### src/design/gkv_pkg.sv
// ----------------------------------------------------------------------------
// gkv_pkg
// Shared types, constants, the log2 table and the log2 helper for the
// Garman-Klass variance sum unit.
// ----------------------------------------------------------------------------
package gkv_pkg;

  // log2 mantissa table size, power of two
  localparam int LOG_TABLE_ENTRIES = 256;
  localparam int IDX_W             = $clog2(LOG_TABLE_ENTRIES);

  // work queue depth between front and back
  localparam int QUEUE_DEPTH = 4;
  localparam int QP_W        = $clog2(QUEUE_DEPTH);

  // ln2 in Q28 and (2ln2-1) in Q32
  localparam logic [27:0] LN2_Q28 = 28'd186065279;
  localparam logic [30:0] K_Q32   = 31'd1659121648;

  // input item
  typedef struct packed {
    logic [31:0] close_price;
    logic [31:0] high_price;
    logic [31:0] low_price;
    logic        first_bar;
    logic        last_bar;
  } gkv_bar_t;

  // result item
  typedef struct packed {
    logic [63:0] variance_sum;
    logic        sum_valid;
  } gkv_result_t;

  // classified bar handed from front to back
  typedef struct packed {
    logic [31:0] open_price;
    logic [31:0] close_price;
    logic [31:0] high_price;
    logic [31:0] low_price;
    logic        counted;
    logic        last_bar;
  } gkv_work_t;

  // back-end sequencer states
  typedef enum logic [3:0] {
    ST_IDLE,
    ST_LOG,
    ST_DIFF,
    ST_LN1,
    ST_LN2,
    ST_SQ1,
    ST_SQ2,
    ST_SQR,
    ST_KH,
    ST_KL,
    ST_ACC
  } gkv_state_t;

  typedef logic [29:0] log_tab_t [LOG_TABLE_ENTRIES];

  // log2(1 + i/N) in Q0.30, built bit-serially by repeated squaring
  function automatic log_tab_t build_log_tab();
    log_tab_t     t;
    logic [127:0] z;
    logic [29:0]  acc;
    for (int i = 0; i < LOG_TABLE_ENTRIES; i++) begin
      z   = (128'(LOG_TABLE_ENTRIES + i) << 31) / 128'(LOG_TABLE_ENTRIES);
      acc = '0;
      for (int b = 0; b < 30; b++) begin
        z   = (z * z) >> 31;
        acc = {acc[28:0], 1'b0};
        if (z >= (128'd1 << 32)) begin
          acc[0] = 1'b1;
          z      = z >> 1;
        end
      end
      t[i] = acc;
    end
    return t;
  endfunction

  localparam log_tab_t LOG_TAB = build_log_tab();

  // log2 of a nonzero raw word in Q5.30: leading-one position plus table
  function automatic logic [34:0] log2_q30(logic [31:0] x);
    logic [4:0]       p;
    logic [32:0]      sh;
    logic [31:0]      f;
    logic [IDX_W-1:0] idx;
    p = '0;
    for (int i = 0; i < 32; i++) begin
      if (x[i]) p = 5'(i);
    end
    sh  = {x, 1'b0} << (5'd31 - p);
    f   = sh[31:0];
    idx = f[31 -: IDX_W];
    return {p, LOG_TAB[idx]};
  endfunction

endpackage

### src/design/gkv_queue.sv
// ----------------------------------------------------------------------------
// gkv_queue
// Small register queue carrying classified bars from front to back.
// ----------------------------------------------------------------------------
module gkv_queue import gkv_pkg::*; (
  input  logic      clk,
  input  logic      rst,
  input  logic      push,
  input  gkv_work_t push_item,
  input  logic      pop,
  output gkv_work_t pop_item,
  output logic      full,
  output logic      empty
);

  gkv_work_t       entries [QUEUE_DEPTH];
  logic [QP_W-1:0] wr_ptr;
  logic [QP_W-1:0] rd_ptr;
  logic [QP_W:0]   count;

  assign full     = (count == (QP_W + 1)'(QUEUE_DEPTH));
  assign empty    = (count == '0);
  assign pop_item = entries[rd_ptr];

  // storage
  always_ff @(posedge clk) begin
    if (push) entries[wr_ptr] <= push_item;
  end

  // pointers and fill count
  always_ff @(posedge clk) begin
    if (rst) begin
      wr_ptr <= '0;
      rd_ptr <= '0;
      count  <= '0;
    end else begin
      if (push) wr_ptr <= wr_ptr + 1'b1;
      if (pop)  rd_ptr <= rd_ptr + 1'b1;
      case ({push, pop})
        2'b10:   count <= count + 1'b1;
        2'b01:   count <= count - 1'b1;
        default: count <= count;
      endcase
    end
  end

endmodule

### config.mk
export PLATFORM = sky130hd
export DESIGN_NAME = gkv_queue
export DESIGN_NICKNAME = d
export VERILOG_FILES = /design/src/design/gkv_pkg.sv /design/src/design/gkv_queue.sv
export SDC_FILE = /design/constraint.sdc
export NUM_CORES = 1
export LEC_CHECK = 0
export BUFFER_PORTS_ARGS = -buffer_cell sky130_fd_sc_hd__buf_2
export CAP_MARGIN = 0
export CELL_PAD_IN_SITES_DETAIL_PLACEMENT = 0
export CELL_PAD_IN_SITES_GLOBAL_PLACEMENT = 1
export CORE_MARGIN = 3
export CORE_UTILIZATION = 50
export DETAILED_ROUTE_END_ITERATION = 10
export PLACE_DENSITY_LB_ADDON = 0.1
export SYNTH_ARGS = -nofsm -noshare
export SYNTH_HDL_FRONTEND = slang
export SYNTH_SLANG_ARGS = --single-unit
### constraint.sdc
create_clock -name clk -period 5.5 [get_ports clk]
set_input_delay 1.1 -clock clk [delete_from_list [all_inputs] [get_ports clk]]
set_output_delay 1.1 -clock clk [all_outputs]
set_load 0.02 [all_outputs]
* Yosys cells after proc, flatten, opt, wreduce, memory -nomap -nowiden
Memories as Yosys holds them, arrays and structs flattened. A register that Yosys moved wholly into a read port is not among the register bits.
Cells that the tools add are included.
** Word-level totals
- Memories :: 1
- Output and inout port bits :: 132
- Bits in latches :: 0
- Bits in registers :: 7
- Input port bits :: 134
- ROM bits :: 0
- Word-level logic and storage cells :: 18
- Bits in writable memories :: 520
** Operators by class
- Equality and inequality tests :: 3
- Reductions and logical operators :: 2
- Muxes and demuxes :: 5
- Add/subtract/negate cells :: 4
- Order comparisons :: 0
- Divide/modulo/power cells :: 0
- $mul :: 0
- Shift-type cells :: 0
- Bitwise operators :: 0
** Memories
- entries :: words 4, bits a word 130, rd ports 1, clocked after Yosys merged registers in 1, wr ports 1, line gkv_queue.sv:16 : gkv_work_t entries [QUEUE_DEPTH];
** Operator list (number)
- 3-bit case mux with 2 select lines :: 1
- 2-bit by 1-bit adder with 2-bit output (second input constant) :: 2
- 2-bit two-way mux :: 2
- 3-bit by 1-bit adder with 3-bit output (second input constant) :: 1
- 3-bit equality test (second input constant) :: 1
- 3-bit zero test :: 1
- 3-bit by 1-bit subtractor with 3-bit output (second input constant) :: 1
- 2-bit by 1-bit equality test with 1-bit output (second input constant) :: 1
- 2-bit equality test (second input constant) :: 1
- 1-bit two-way mux :: 2
- 2-bit nonzero test :: 1

* Logic depth before layout (Yosys ltp)
- Depth in word-level cells :: 3
- Depth in mapped cells :: 7
- Depth with buffers taken out :: 7

* Worst setup path after synthesis
No wires, ideal clock.
- Path type :: in2reg
- From :: in push
- To :: mem entries[0][0] in the netlist's numbering (enable)
- Setup slack :: 918 ps
- Arrival time :: 4077 ps
- Stages :: 1
- Path buffers :: 0
- Library setup time :: 504 ps
- Cell sequence :: and2_1
** On the way
- Word-level cells in the longest chain between the ends :: 2
** RTL lines
- from (decl) :: line gkv_queue.sv:8 : input logic push,
- 1-bit two-way mux :: line gkv_queue.sv:27 : if (push) entries[wr_ptr] <= push_item;
- 1-bit two-way mux (implied by the code) :: line gkv_queue.sv:27
- to (decl) :: line gkv_queue.sv:16
No other way between the ends.

==> results.ini <==
[power]
peakVddDrop_mv=0.2661
p_per_area_nw_per_um2=390.7
p_leak_nw=7.568

[route]
firstDrtPassIters=5
drt-vias-per-instance=5.388
vias=8508
ant_nets=0
drt-met1-wl_um=14930
route.met2.wl_um=17400
wl_per_cell_um=22.35
drc=0
met3_wirelength_um=2371
wl_um=35300
drt-initial-drc-count=498
maxUsedRoutingLayer=met5

[synthesis]
synth.net_count=866
async_reset_ff_share_pct=0
synthTopCellsByArea=edfxtp_1 (81%), mux4_2 (15%), buf_12 (1.1%)
syn-cell-area_um2=19300
synthDominantCellAreaShare_pct=80.92
ys.flop_type=edfxtp_1
synth_cells=726
yosys_warnings=0
synth_area_per_cell_um2=26.58
ys_ff_latch=529
ys_seq_area_share_pct=81.86
synth_top_area_cell=edfxtp_1
ys_types=23
synth_edf_count=520

[finish]
final_cell_mix=edfxtp_1 (520), buf_2 (265), mux4_2 (130)
drive_gt1_share_pct=44.61
fin_util_pct=59.90
multi_input_comb_area_um2=3166
fill_cells=2809
nets=1168
final_common_cell=edfxtp_1
syn2layout_area_growth_pct=17.47
regArea_um2=15800

[clock_network]
path_clk_slew_ns=0.06
insertion_delay_ns=0.57
cts_tree=done
ctsRootBufferMaster=clkbuf_16
ctsResizeCount=0
hold_buffers=0
postCtsSetupBuffers=0
clockBufferDepth=3
cts_sinks=529
cts_buffers=52
h-tree-depth=2

[floorplanning]
core_um2=37840
io_pins=266
die_y_um=202.5
initial_core_util_pct=50.99
die_x_um=202.5
die_area_um2=40990
rows=71

[setup_path]
cp_max_fo=61
start_kind=flip-flop
end_kind=primary output
cp_slowest_cell=dfxtp_4
worstPathArrival_ns=2.69
path_cells=buf_4 > mux4_2 > buf_2
max_stage_delay_ns=0.94
crit_type=flip-flop to primary output
r2r_start=wr_ptr[0]
crit_required_ns=4.40

[run_status]
outcome=finished clean

[sta]
fin_crit_ns=3.794
max_freq_ghz=0.2635
worst_pin_slew_ns=0.9483
slew_headroom_pct=36.78
slew_violations=0
setup_viol=0
rsz0062_at_grt=no
final_hold_viol_count=0
post-route-period-util_pct=68.99
skew_ns=0.01553
setup-tns-final_ns=0

[grt]
antenna_found_initial=4
grt_pass1_wl_um=54470
overflow=0
grt_max_degree=86
grt_usage_pct=17.51
grt_pass1_vias=8976

[hold_path]
hold_class=flip-flop to flip-flop
timing.hold.worst.start=count[2]

[placement]
portBuffers=265
gp_congestion=0.7083
hpwl_um=20670

[flow_run]
drv_cap=0

-- report_power, final --
| part | switching, mW | internal (mW) |
|---|---|---|
| Combinational | 0.542 | 0.375 |
| Clock | 1.38 | 1.86 |
| Sequential | 0.0706 | 4.63 |
| Total | 1.99 | 6.86 |
-- through the flow --
step	instance area [um2]	instances	setup slack, ns	hold slack [ns]	power [mW]
after global placement	21120	1485	2.203	0.4832	5.725
after floorplan	19300	726	0.9184	0.4669	5.412
after global routing	22660	1578	1.474	0.5432	9.217
final	22670	1579	1.706	0.5079	8.856
after detailed placement	21120	1485	2.225	0.4971	5.732
after CTS	22660	1578	1.587	0.5070	8.987
-- area by class of cell --
cell class	count	share of cell area (%)
Multi-Input combinational cell	161	13.97
Sequential cell	529	69.72
Clock buffer	70	6.133
Tap cell	511	2.821
Timing Repair Buffer	278	6.558
Inverter	6	0.09936
Clock inverter	23	0.6955
Antenna cell	1	0.01104
-- metal layers --
layer	global-route usage, %	vias to the layer above
li1	-	3728
met4	4.009	6
met5	0	-
met2	27.77	220
met3	5.211	59
met1	24.60	4495
-- synth_stat cells, types with 3 or more instances --
| cell | instances |
|---|---|
| and2_1 | 4 |
| buf_1 | 3 |
| buf_12 | 11 |
| buf_2 | 10 |
| buf_4 | 3 |
| dfxtp_1 | 9 |
| edfxtp_1 | 520 |
| ha_1 | 5 |
| inv_1 | 6 |
| mux4_2 | 130 |
| nor2_1 | 8 |
| xor2_1 | 3 |
-- flip-flops by register name, summed over array words and instances (netlist names), named ones only --
signal,flops
rd_ptr,2
wr_ptr,2
count,3
entries,520
-- worst max-delay path: cells and delay by family, from the launching register on --
kind	cells	cell delay, ns
muxes	1	0.40
DFF	1	0.94
buffers and inverters	2	0.68
-- kinds of logic (layout without fill, tap and decap cells) --
logic type | after synthesis | after routing | share of synthesized area [%]
compound gates | 3 | 3 | 0.07779
xor+xnor | 5 | 5 | 0.2270
fa+ha+maj | 6 | 6 | 0.4280
buf+inv | 36 | 377 | 1.790
flops | 529 | 529 | 81.86
mux | 131 | 131 | 15.23
other cells | 0 | 1 | 0
simple gates | 16 | 16 | 0.3955
-- worst paths after layout --
check	endpoint	slack (ns)	depth (start not counted)
max reg2reg	entries[3][121]	3.26	3
max	pop_item[55]	1.71	3
min reg2reg	count[2]	0.51	2
min	count[2]	0.51	2
Power figures use the tool's default switching activity.
