### src/design/gkv_pkg.sv
// ----------------------------------------------------------------------------
// gkv_pkg
// Shared types, constants, the log2 table and the log2 helper for the
// Garman-Klass variance sum unit.
// ----------------------------------------------------------------------------
package gkv_pkg;

  // log2 mantissa table size, power of two
  localparam int LOG_TABLE_ENTRIES = 256;
  localparam int IDX_W             = $clog2(LOG_TABLE_ENTRIES);

  // work queue depth between front and back
  localparam int QUEUE_DEPTH = 4;
  localparam int QP_W        = $clog2(QUEUE_DEPTH);

  // ln2 in Q28 and (2ln2-1) in Q32
  localparam logic [27:0] LN2_Q28 = 28'd186065279;
  localparam logic [30:0] K_Q32   = 31'd1659121648;

  // input item
  typedef struct packed {
    logic [31:0] close_price;
    logic [31:0] high_price;
    logic [31:0] low_price;
    logic        first_bar;
    logic        last_bar;
  } gkv_bar_t;

  // result item
  typedef struct packed {
    logic [63:0] variance_sum;
    logic        sum_valid;
  } gkv_result_t;

  // classified bar handed from front to back
  typedef struct packed {
    logic [31:0] open_price;
    logic [31:0] close_price;
    logic [31:0] high_price;
    logic [31:0] low_price;
    logic        counted;
    logic        last_bar;
  } gkv_work_t;

  // back-end sequencer states
  typedef enum logic [3:0] {
    ST_IDLE,
    ST_LOG,
    ST_DIFF,
    ST_LN1,
    ST_LN2,
    ST_SQ1,
    ST_SQ2,
    ST_SQR,
    ST_KH,
    ST_KL,
    ST_ACC
  } gkv_state_t;

  typedef logic [29:0] log_tab_t [LOG_TABLE_ENTRIES];

  // log2(1 + i/N) in Q0.30, built bit-serially by repeated squaring
  function automatic log_tab_t build_log_tab();
    log_tab_t     t;
    logic [127:0] z;
    logic [29:0]  acc;
    for (int i = 0; i < LOG_TABLE_ENTRIES; i++) begin
      z   = (128'(LOG_TABLE_ENTRIES + i) << 31) / 128'(LOG_TABLE_ENTRIES);
      acc = '0;
      for (int b = 0; b < 30; b++) begin
        z   = (z * z) >> 31;
        acc = {acc[28:0], 1'b0};
        if (z >= (128'd1 << 32)) begin
          acc[0] = 1'b1;
          z      = z >> 1;
        end
      end
      t[i] = acc;
    end
    return t;
  endfunction

  localparam log_tab_t LOG_TAB = build_log_tab();

  // log2 of a nonzero raw word in Q5.30: leading-one position plus table
  function automatic logic [34:0] log2_q30(logic [31:0] x);
    logic [4:0]       p;
    logic [32:0]      sh;
    logic [31:0]      f;
    logic [IDX_W-1:0] idx;
    p = '0;
    for (int i = 0; i < 32; i++) begin
      if (x[i]) p = 5'(i);
    end
    sh  = {x, 1'b0} << (5'd31 - p);
    f   = sh[31:0];
    idx = f[31 -: IDX_W];
    return {p, LOG_TAB[idx]};
  endfunction

endpackage

### src/design/gkv_front.sv
// ----------------------------------------------------------------------------
// gkv_front
// Accepts bars, resolves the open price and flags bars with a missing value.
// ----------------------------------------------------------------------------
module gkv_front import gkv_pkg::*; (
  input  logic      clk,
  input  logic      rst,
  input  logic      bar_valid,
  output logic      bar_stall,
  input  gkv_bar_t  bar,
  input  logic      full,
  output logic      push,
  output gkv_work_t push_item
);

  logic [31:0] previous_close;
  logic [31:0] open_price;

  assign bar_stall = full;
  assign push      = bar_valid && !full;

  // open is own close on the first bar of a row
  assign open_price = bar.first_bar ? bar.close_price : previous_close;

  // classify
  always_comb begin
    push_item.open_price  = open_price;
    push_item.close_price = bar.close_price;
    push_item.high_price  = bar.high_price;
    push_item.low_price   = bar.low_price;
    push_item.counted     = (open_price != '0) && (bar.close_price != '0) &&
                            (bar.high_price != '0) && (bar.low_price != '0);
    push_item.last_bar    = bar.last_bar;
  end

  // previous close tracks every accepted bar
  always_ff @(posedge clk) begin
    if (rst) begin
      previous_close <= '0;
    end else if (push) begin
      previous_close <= bar.close_price;
    end
  end

endmodule

### config.mk
export PLATFORM = sky130hd
export DESIGN_NAME = gkv_front
export DESIGN_NICKNAME = d
export VERILOG_FILES = /design/src/design/gkv_pkg.sv /design/src/design/gkv_front.sv
export SDC_FILE = /design/constraint.sdc
export NUM_CORES = 1
export LEC_CHECK = 0
export ABC_AREA = 1
export BUFFER_PORTS_ARGS = -buffer_cell sky130_fd_sc_hd__buf_2
export CAP_MARGIN = 20
export CORE_ASPECT_RATIO = 0.7
export CORE_MARGIN = 2
export CORE_UTILIZATION = 39
export CTS_BUF_LIST = sky130_fd_sc_hd__clkbuf_8 sky130_fd_sc_hd__clkbuf_16
export CTS_CLUSTER_SIZE = 20
export DETAILED_ROUTE_END_ITERATION = 8
export PLACE_DENSITY = 0.83
export SYNTH_ARGS = -nofsm -noshare
export SYNTH_HDL_FRONTEND = slang
export SYNTH_SLANG_ARGS = --single-unit
### constraint.sdc
create_clock -name clk -period 1.21 [get_ports clk]
set_input_delay 0.0605 -clock clk [delete_from_list [all_inputs] [get_ports clk]]
set_output_delay 0.0605 -clock clk [all_outputs]
set_load 0.01 [all_outputs]
**Word level (Yosys, flattened, before mapping)**

Index checks and enable logic that the tools add are counted.

- Register bits: 32
- Output and inout port bits: 132
- Logic and storage cells: 11
- Input port bits: 102

- Reduce and logical (&&, ||, !) cells: 9
- Multiplexer cells: 1

Operators by type and width:

| operator | number |
|---|---|
| $reduce_bool A32 Y1 | 4 |
| $mux W32 | 1 |
| $logic_and A1 B1 Y1 | 4 |
| $logic_not A1 Y1 | 1 |

**Logic depth before layout (Yosys ltp)**

Gate-level depths: netlist of run 1.

- Word-level depth: 5
- Gate-level depth with buffers: 10
- Gate-level depth less buffers: 9

**Worst setup path before layout of run 1**

No wires, ideal clock.

- Path type: reg-to-output
- Start point: register previous_close[29]
- End point: output port push_item[1] in the netlist's numbering
- Path slack: 0.223 ns
- Path buffers: 0
- Required time: 1.150 ns
- Arrival time: 0.927 ns
- Stages on the path, launching flop included: 9
- Cells stage by stage: dfxtp_1 nand2_1 o21ai_0 nor2_1 nand2_1 nor2_1 nand2_1 nor2_1 nor2_1

RTL lines:

| element | line | RTL |
|---|---|---|
| from (decl) | gkv_front.sv:16 | `logic [31:0] previous_close;` |
| from (signal assigned) | gkv_front.sv:41 | `previous_close <= bar.close_price;` |
| to (decl) | gkv_front.sv:13 | `output gkv_work_t push_item` |

==> results.sh, run 1 <==
export IMPL_status="finished, violations left"
export IMPL_violations="negative setup slack"
export IMPL_clk_latency_ns=0.28
export IMPL_worstPathCellList="nand2_2, nand2_2, nor2_1, nand2_1, nor2_2, nand2_1, nor2_2, nor2_2, buf_2"
export IMPL_finClkSkew_ns=0
export IMPL_cts_root_buf="clkbuf_8"
export IMPL_clockPowerShare=0.261
export IMPL_avgSynthCellArea_um2=5.93
export IMPL_largest_register="previous_close"
export IMPL_synth_most_common_cell="nand2_1"
export IMPL_grtUsageTotal=0.232
export IMPL_num_rows=25
export IMPL_yosys_top_cells_count="nand2_1 (173), buf_4 (98), nor2_1 (77), dfxtp_1 (32), a21oi_1 (31)"
export IMPL_cp_max_fo=2
export IMPL_insertedDiodeCount=0
export IMPL_comb_power_share=0.363
export IMPL_synth_seq_area_share=0.240
export IMPL_ys_types=14
export IMPL_antenna_found_initial=0
export IMPL_leakage_uw=0.00201
export IMPL_worst_setup_path_type="reg -> out"
export IMPL_clk_transition_reported_paths_ns=0.07
export IMPL_hold_buffers=0
export IMPL_max_freq_mhz=653
export IMPL_pwr_share_seq=0.376
export IMPL_synth_ff_latch_count=32
export IMPL_setup_viol=1
export IMPL_grt_pass1_wl_mm=13.6
export IMPL_clock_sinks=32
export IMPL_slew_headroom=0.753
export IMPL_critical_path_arrival_ns=1.47
export IMPL_endpoint_kind="output port"
export IMPL_critPathTopFamily="simple AND/OR/NAND/NOR gates"
export IMPL_hpwlAfterDp_mm=7.39
export IMPL_period_needed_ns=1.53
export IMPL_syn_nets=552
export IMPL_setup_slack_ns=-0.322
export IMPL_gp_congestion=0.862
export IMPL_power_internal_uw=1970
export IMPL_swShare=0.342
export IMPL_required_ns=1.15
export IMPL_ir_drop_mv=0.418
export IMPL_synth_top_area_share=0.276
export IMPL_cts_tree="done"
export IMPL_cellPowerDensity_nw_per_um2=844
export IMPL_dieWidth_um=103
export IMPL_fp_dieH_um=73.2
export IMPL_instances_no_fill=704
export IMPL_ys_flop_type="dfxtp_1"
export IMPL_routed_wirelength_mm=9.17
export IMPL_synth_largest_area_cell="buf_4"
export IMPL_area_growth_pct=33.4
export IMPL_rsz0062_at_grt="true"
export IMPL_worstHoldPathType="in -> reg"
export IMPL_largest_registers="previous_close (32)"
export IMPL_slowest_stage="dfxtp_2"
export IMPL_vias=3215
export IMPL_largest_register_ffs=32
export IMPL_num_io_pins=234
export IMPL_viasPerCell=4.57
export IMPL_drtPass1Iterations=5
export IMPL_syn_inst=450
export IMPL_period_share=1.27
export IMPL_cp_buffers_inverters=1
export IMPL_core_area_um2=6690
export IMPL_synth_compound_area_share=0.0629
export IMPL_layout_drive_gt1_share=0.477
export IMPL_cts_made_buffers=5
export IMPL_yosys_top_cells_area="buf_4 (28%), nand2_1 (24%), dfxtp_1 (24%)"
export IMPL_async_flop_share=0
export IMPL_max_cap_violations=0
export IMPL_finalNetCount=712
export IMPL_yosys_warnings=0
export IMPL_cts_max_level=2
export IMPL_yosys_area_share_simple=0.384
export IMPL_dp_cells=695
export IMPL_muxShareOfSynthArea=0
export IMPL_max_stage_delay_ns=0.33
export IMPL_yosys_area_share_adder=0
export IMPL_crit_top_cell="nor2_2"
export IMPL_synth_area_um2=2670
export IMPL_antenna_left=0
export IMPL_placed_cell_area_um2=3420
export IMPL_drc=0
export IMPL_clockBufferDepth=2
export IMPL_grt_max_degree=35
export IMPL_post_drt_wl_per_cell_um=13.0
export IMPL_synth_edf_count=0
export IMPL_synth_xor_area_frac=0
export IMPL_grt_overflow=0
export IMPL_io_buffers=231
export IMPL_timing_hold_violations_final=0
export IMPL_dieArea_um2=7520
export IMPL_drt_iter0_markers=162
export IMPL_start_kind="flip-flop"
export IMPL_worst_pin_slew_ns=0.371
export IMPL_start_util=0.398
export IMPL_slew_viol_final=0
export IMPL_grt_pass1_vias=2811
export IMPL_p_sw_uw=1030
export IMPL_fillers=712
export IMPL_final_area_um2=3560
export IMPL_synth_top_family_by_area="simple AND/OR/NAND/NOR gates"
cell type report:
class / count / area, µm² / share of cell area
Clock buffer: 5 / 68.8 / 0.0194
Inverter: 8 / 30.0 / 0.00844
Multi-Input combinational cell: 297 / 1230 / 0.346
Tap cell: 94 / 118 / 0.0331
Sequential cell: 32 / 644 / 0.181
Clock inverter: 2 / 8.76 / 0.00246
Timing Repair Buffer: 266 / 1460 / 0.410
metrics by stage:
| step | util | setup slack, ns | TNS (ns) | hold WS, ns | power (µW) |
|---|---|---|---|---|---|
| finish | 0.531 | -0.322 | -0.322 | 0.0502 | 3000 |
| global route | 0.531 | -0.431 | -0.431 | 0.0486 | 3190 |
| CTS | 0.524 | -0.315 | -0.315 | 0.0493 | 3000 |
| detailed placement | 0.512 | -0.156 | -0.156 | 0.121 | 2220 |
| global placement | 0.512 | -0.150 | -0.150 | 0.121 | 2200 |
| floorplan | - | 0.223 | 0 | 0.130 | 1800 |
cell families after synthesis:
logic type,Yosys count
buffers and inverters,121
DFF,32
AOI/OAI and AO/OA,33
and+or+nand+nor,264
worst reg2reg max path, cell delays in order, from the launching register on:
cell,delay (ns)
dfxtp_2,0.34
buf_4,0.11
nand2_1,0.04
a21oi_1,0.11
power groups by stage:
stage,Combinational (µW),Clock [µW],Sequential (µW)
finish,1090,784,1130
global route,1200,854,1130
CTS,1070,803,1130
detailed placement,1070,0,1150
global placement,1050,0,1150
floorplan,656,0,1140
what timing repair did:
action / in CTS / in global routing
gates cloned: 0 / 0
gates resized for setup: 3 / 14
endpoints found under the setup margin: 1 / 1
buffers inserted: 0 / 2
pin swaps: 4 / 14
placed cells by master, fill, tap and decap left out, drive strengths merged, types with 3 or more instances in the layout:
master / n
inv: 9
and2: 3
nor2: 77
nand2: 173
clkbuf: 5
a21oi: 31
buf: 266
dfxtp: 32
nand4: 10
routing by layer:
layer / wire length [µm] / track usage / part of all wire
met3: 683 / 0.0421 / 0.074
met1: 3990 / 0.307 / 0.43
met2: 4280 / 0.386 / 0.47
met4: 214 / 0.0731 / 0.023
met5: 0 / 0 / 0
path summary, 6_finish.rpt:
kind	endpoint	slack [ns]	startpoint	cells past startpoint
worst max-delay path	push_item[1]	-0.32	previous_close[5]	9
worst min-delay path	previous_close[5]	0.05	bar[71]	3
worst max register to register	previous_close[2]	0.54	previous_close[2]	3
worst min register to register	previous_close[26]	0.46	previous_close[26]	2
Note: power is estimated with default switching activity, not from simulation.
==> inputs of run 2 (changes only) <==
--- a/config.mk
+++ b/config.mk
@@ -15,6 +15,7 @@
 export CTS_CLUSTER_SIZE = 20
 export DETAILED_ROUTE_END_ITERATION = 8
 export PLACE_DENSITY = 0.83
+export SETUP_SLACK_MARGIN = 0.15
 export SYNTH_ARGS = -nofsm -noshare
 export SYNTH_HDL_FRONTEND = slang
 export SYNTH_SLANG_ARGS = --single-unit
==> results.sh, run 2 (synthesized netlist as in run 1, its figures left out) <==
export IMPL_leakage_uw=0.00208
export IMPL_timing_hold_violations_final=0
export IMPL_drc=0
export IMPL_drt_iter0_markers=156
export IMPL_fillers=687
export IMPL_vias=3269
export IMPL_antenna_found_initial=0
export IMPL_routed_wirelength_mm=9.46
export IMPL_worst_pin_slew_ns=0.364
export IMPL_grtUsageTotal=0.234
export IMPL_max_cap_violations=0
export IMPL_final_common_cell="buf_2"
export IMPL_timing_rr_end="previous_close[30]"
export IMPL_hpwlAfterDp_mm=7.39
export IMPL_start_util=0.398
export IMPL_largest_registers="previous_close (32)"
export IMPL_period_share=1.26
export IMPL_required_ns=1.15
export IMPL_placed_cell_area_um2=3420
export IMPL_dieWidth_um=103
export IMPL_slew_headroom=0.757
export IMPL_final_area_um2=3860
export IMPL_critical_path_arrival_ns=1.47
export IMPL_period_needed_ns=1.53
export IMPL_rsz0062_at_grt="true"
export IMPL_cellPowerDensity_nw_per_um2=816
export IMPL_cts_tree="done"
export IMPL_num_io_pins=234
export IMPL_cp_max_fo=2
export IMPL_gp_congestion=0.862
export IMPL_grt_pass1_vias=2843
export IMPL_post_drt_wl_per_cell_um=13.4
export IMPL_worst_setup_path_type="reg -> out"
export IMPL_grt_pass1_wl_mm=13.7
export IMPL_largest_register="previous_close"
export IMPL_finClkSkew_ns=0
export IMPL_regToRegSetupSlack_ns=0.53
export IMPL_cts_root_buf="clkbuf_8"
export IMPL_start_kind="flip-flop"
export IMPL_whs_path_depth=3
export IMPL_slowest_stage="dfxtp_2"
export IMPL_crit_top_cell="nor2_2"
export IMPL_max_stage_delay_ns=0.33
export IMPL_worstPathCellList="nand2_2, nand2_2, nor2_1, nand2_1, nor2_2, nand2_1, nor2_2, nor2_2, buf_2"
export IMPL_layout_common_cells="buf_2 (208), nand2_1 (133), nor2_1 (69), nand2_2 (40), buf_6 (34)"
export IMPL_clk_transition_reported_paths_ns=0.07
export IMPL_status="finished, violations left"
export IMPL_hold_end="previous_close[5]"
export IMPL_min_from="bar[71]"
export IMPL_io_buffers=231
export IMPL_clock_sinks=32
export IMPL_cts_max_level=2
export IMPL_p_total_uw=3150
export IMPL_cts_made_buffers=5
export IMPL_insertedDiodeCount=0
export IMPL_fp_dieH_um=73.2
export IMPL_ir_drop_mv=0.421
export IMPL_finalNetCount=713
export IMPL_worstHoldPathType="in -> reg"
export IMPL_max_freq_mhz=656
export IMPL_viasPerCell=4.64
export IMPL_num_rows=25
export IMPL_clk_latency_ns=0.28
export IMPL_cp_buffers_inverters=1
export IMPL_core_area_um2=6690
export IMPL_violations="negative setup slack"
export IMPL_setup_slack_ns=-0.316
export IMPL_layout_drive_gt1_share=0.570
export IMPL_hold_buffers=0
export IMPL_clockBufferDepth=2
export IMPL_endpoint_kind="output port"
export IMPL_area_growth_pct=44.9
export IMPL_grt_overflow=0
export IMPL_setup_viol=1
export IMPL_largest_register_ffs=32
export IMPL_drtPass1Iterations=5
export IMPL_antenna_left=0
export IMPL_dieArea_um2=7520
export IMPL_critPathTopFamily="simple AND/OR/NAND/NOR gates"
export IMPL_worst_r2r_path_depth=3
export IMPL_slew_viol_final=0
export IMPL_grt_max_degree=35
export IMPL_timing_rr_start="previous_close[30]"
## run 2: cell types whose count changed in the layout (fill, tap and decap cells not counted)
cell / previous run / this run
dfxtp_2: 3 / 25
buf_4: 32 / 22
o21ai_2: 0 / 1
nand2_1: 166 / 133
o21ai_0: 1 / 0
buf_2: 231 / 208
buf_6: 0 / 34
dfxtp_1: 29 / 7
nand2_2: 7 / 40
## run 2: how the worst max path moves through the flow
| stage | startpoint | to | slack (ns) | depth (start not counted) |
|---|---|---|---|---|
| after global routing | previous_close[5] | push_item[1] | -0.43 | 9 |
| after CTS | previous_close[16] | push_item[1] | -0.31 | 9 |
| after floorplan | previous_close[29] | push_item[1] | 0.22 | 8 |
| final | previous_close[5] | push_item[1] | -0.32 | 9 |
| after detailed placement | bar[1] | push_item[1] | -0.16 | 12 |
| after global placement | bar[1] | push_item[1] | -0.15 | 12 |
## run 2: cell type report
| type | count | area [µm²] | share of cell area |
|---|---|---|---|
| Tap cell | 94 | 118 | 0.0305 |
| Inverter | 8 | 30.0 | 0.00777 |
| Clock inverter | 2 | 8.76 | 0.00227 |
| Timing Repair Buffer | 267 | 1650 | 0.427 |
| Clock buffer | 5 | 68.8 | 0.0178 |
| Sequential cell | 32 | 672 | 0.174 |
| Multi-Input combinational cell | 297 | 1320 | 0.341 |
## run 2: per-stage QoR
step	setup WS [ns]	setup TNS [ns]	util	hold WS [ns]	cells
global placement	-0.150	-0.150	0.512	0.121	695
floorplan	0.223	0	-	0.130	450
finish	-0.316	-0.316	0.577	0.0492	705
global route	-0.425	-0.425	0.577	0.0485	705
detailed placement	-0.156	-0.156	0.512	0.121	695
CTS	-0.315	-0.315	0.533	0.0434	702
## run 2: report_power, final
group	leakage, µW	total [µW]	internal (µW)	switching (µW)
Combinational	0.00176	1210	578	637
Sequential	0.000272	1140	1110	29.7
Clock	0.0000452	796	383	413
Total	0.00208	3150	2070	1080
## run 2: metal layers
layer,vias up,share of wire,track usage
met5,-,0,0
met4,0,0.022,0.0731
met3,15,0.078,0.0421
met2,166,0.47,0.390
met1,1472,0.43,0.309
li1,1616,-,-
## run 2: worst min-delay path, stage by stage
cell,delay [ns]
buf_2,0.12
nand2_1,0.06
a21oi_1,0.06
## run 2: timing repair
action,4_1_cts,5_1_grt
setup endpoints to repair,8,26
gates cloned,0,0
setup buffers,0,3
hold endpoints to repair,0,0
resized for setup,26,91
pin swaps,5,24
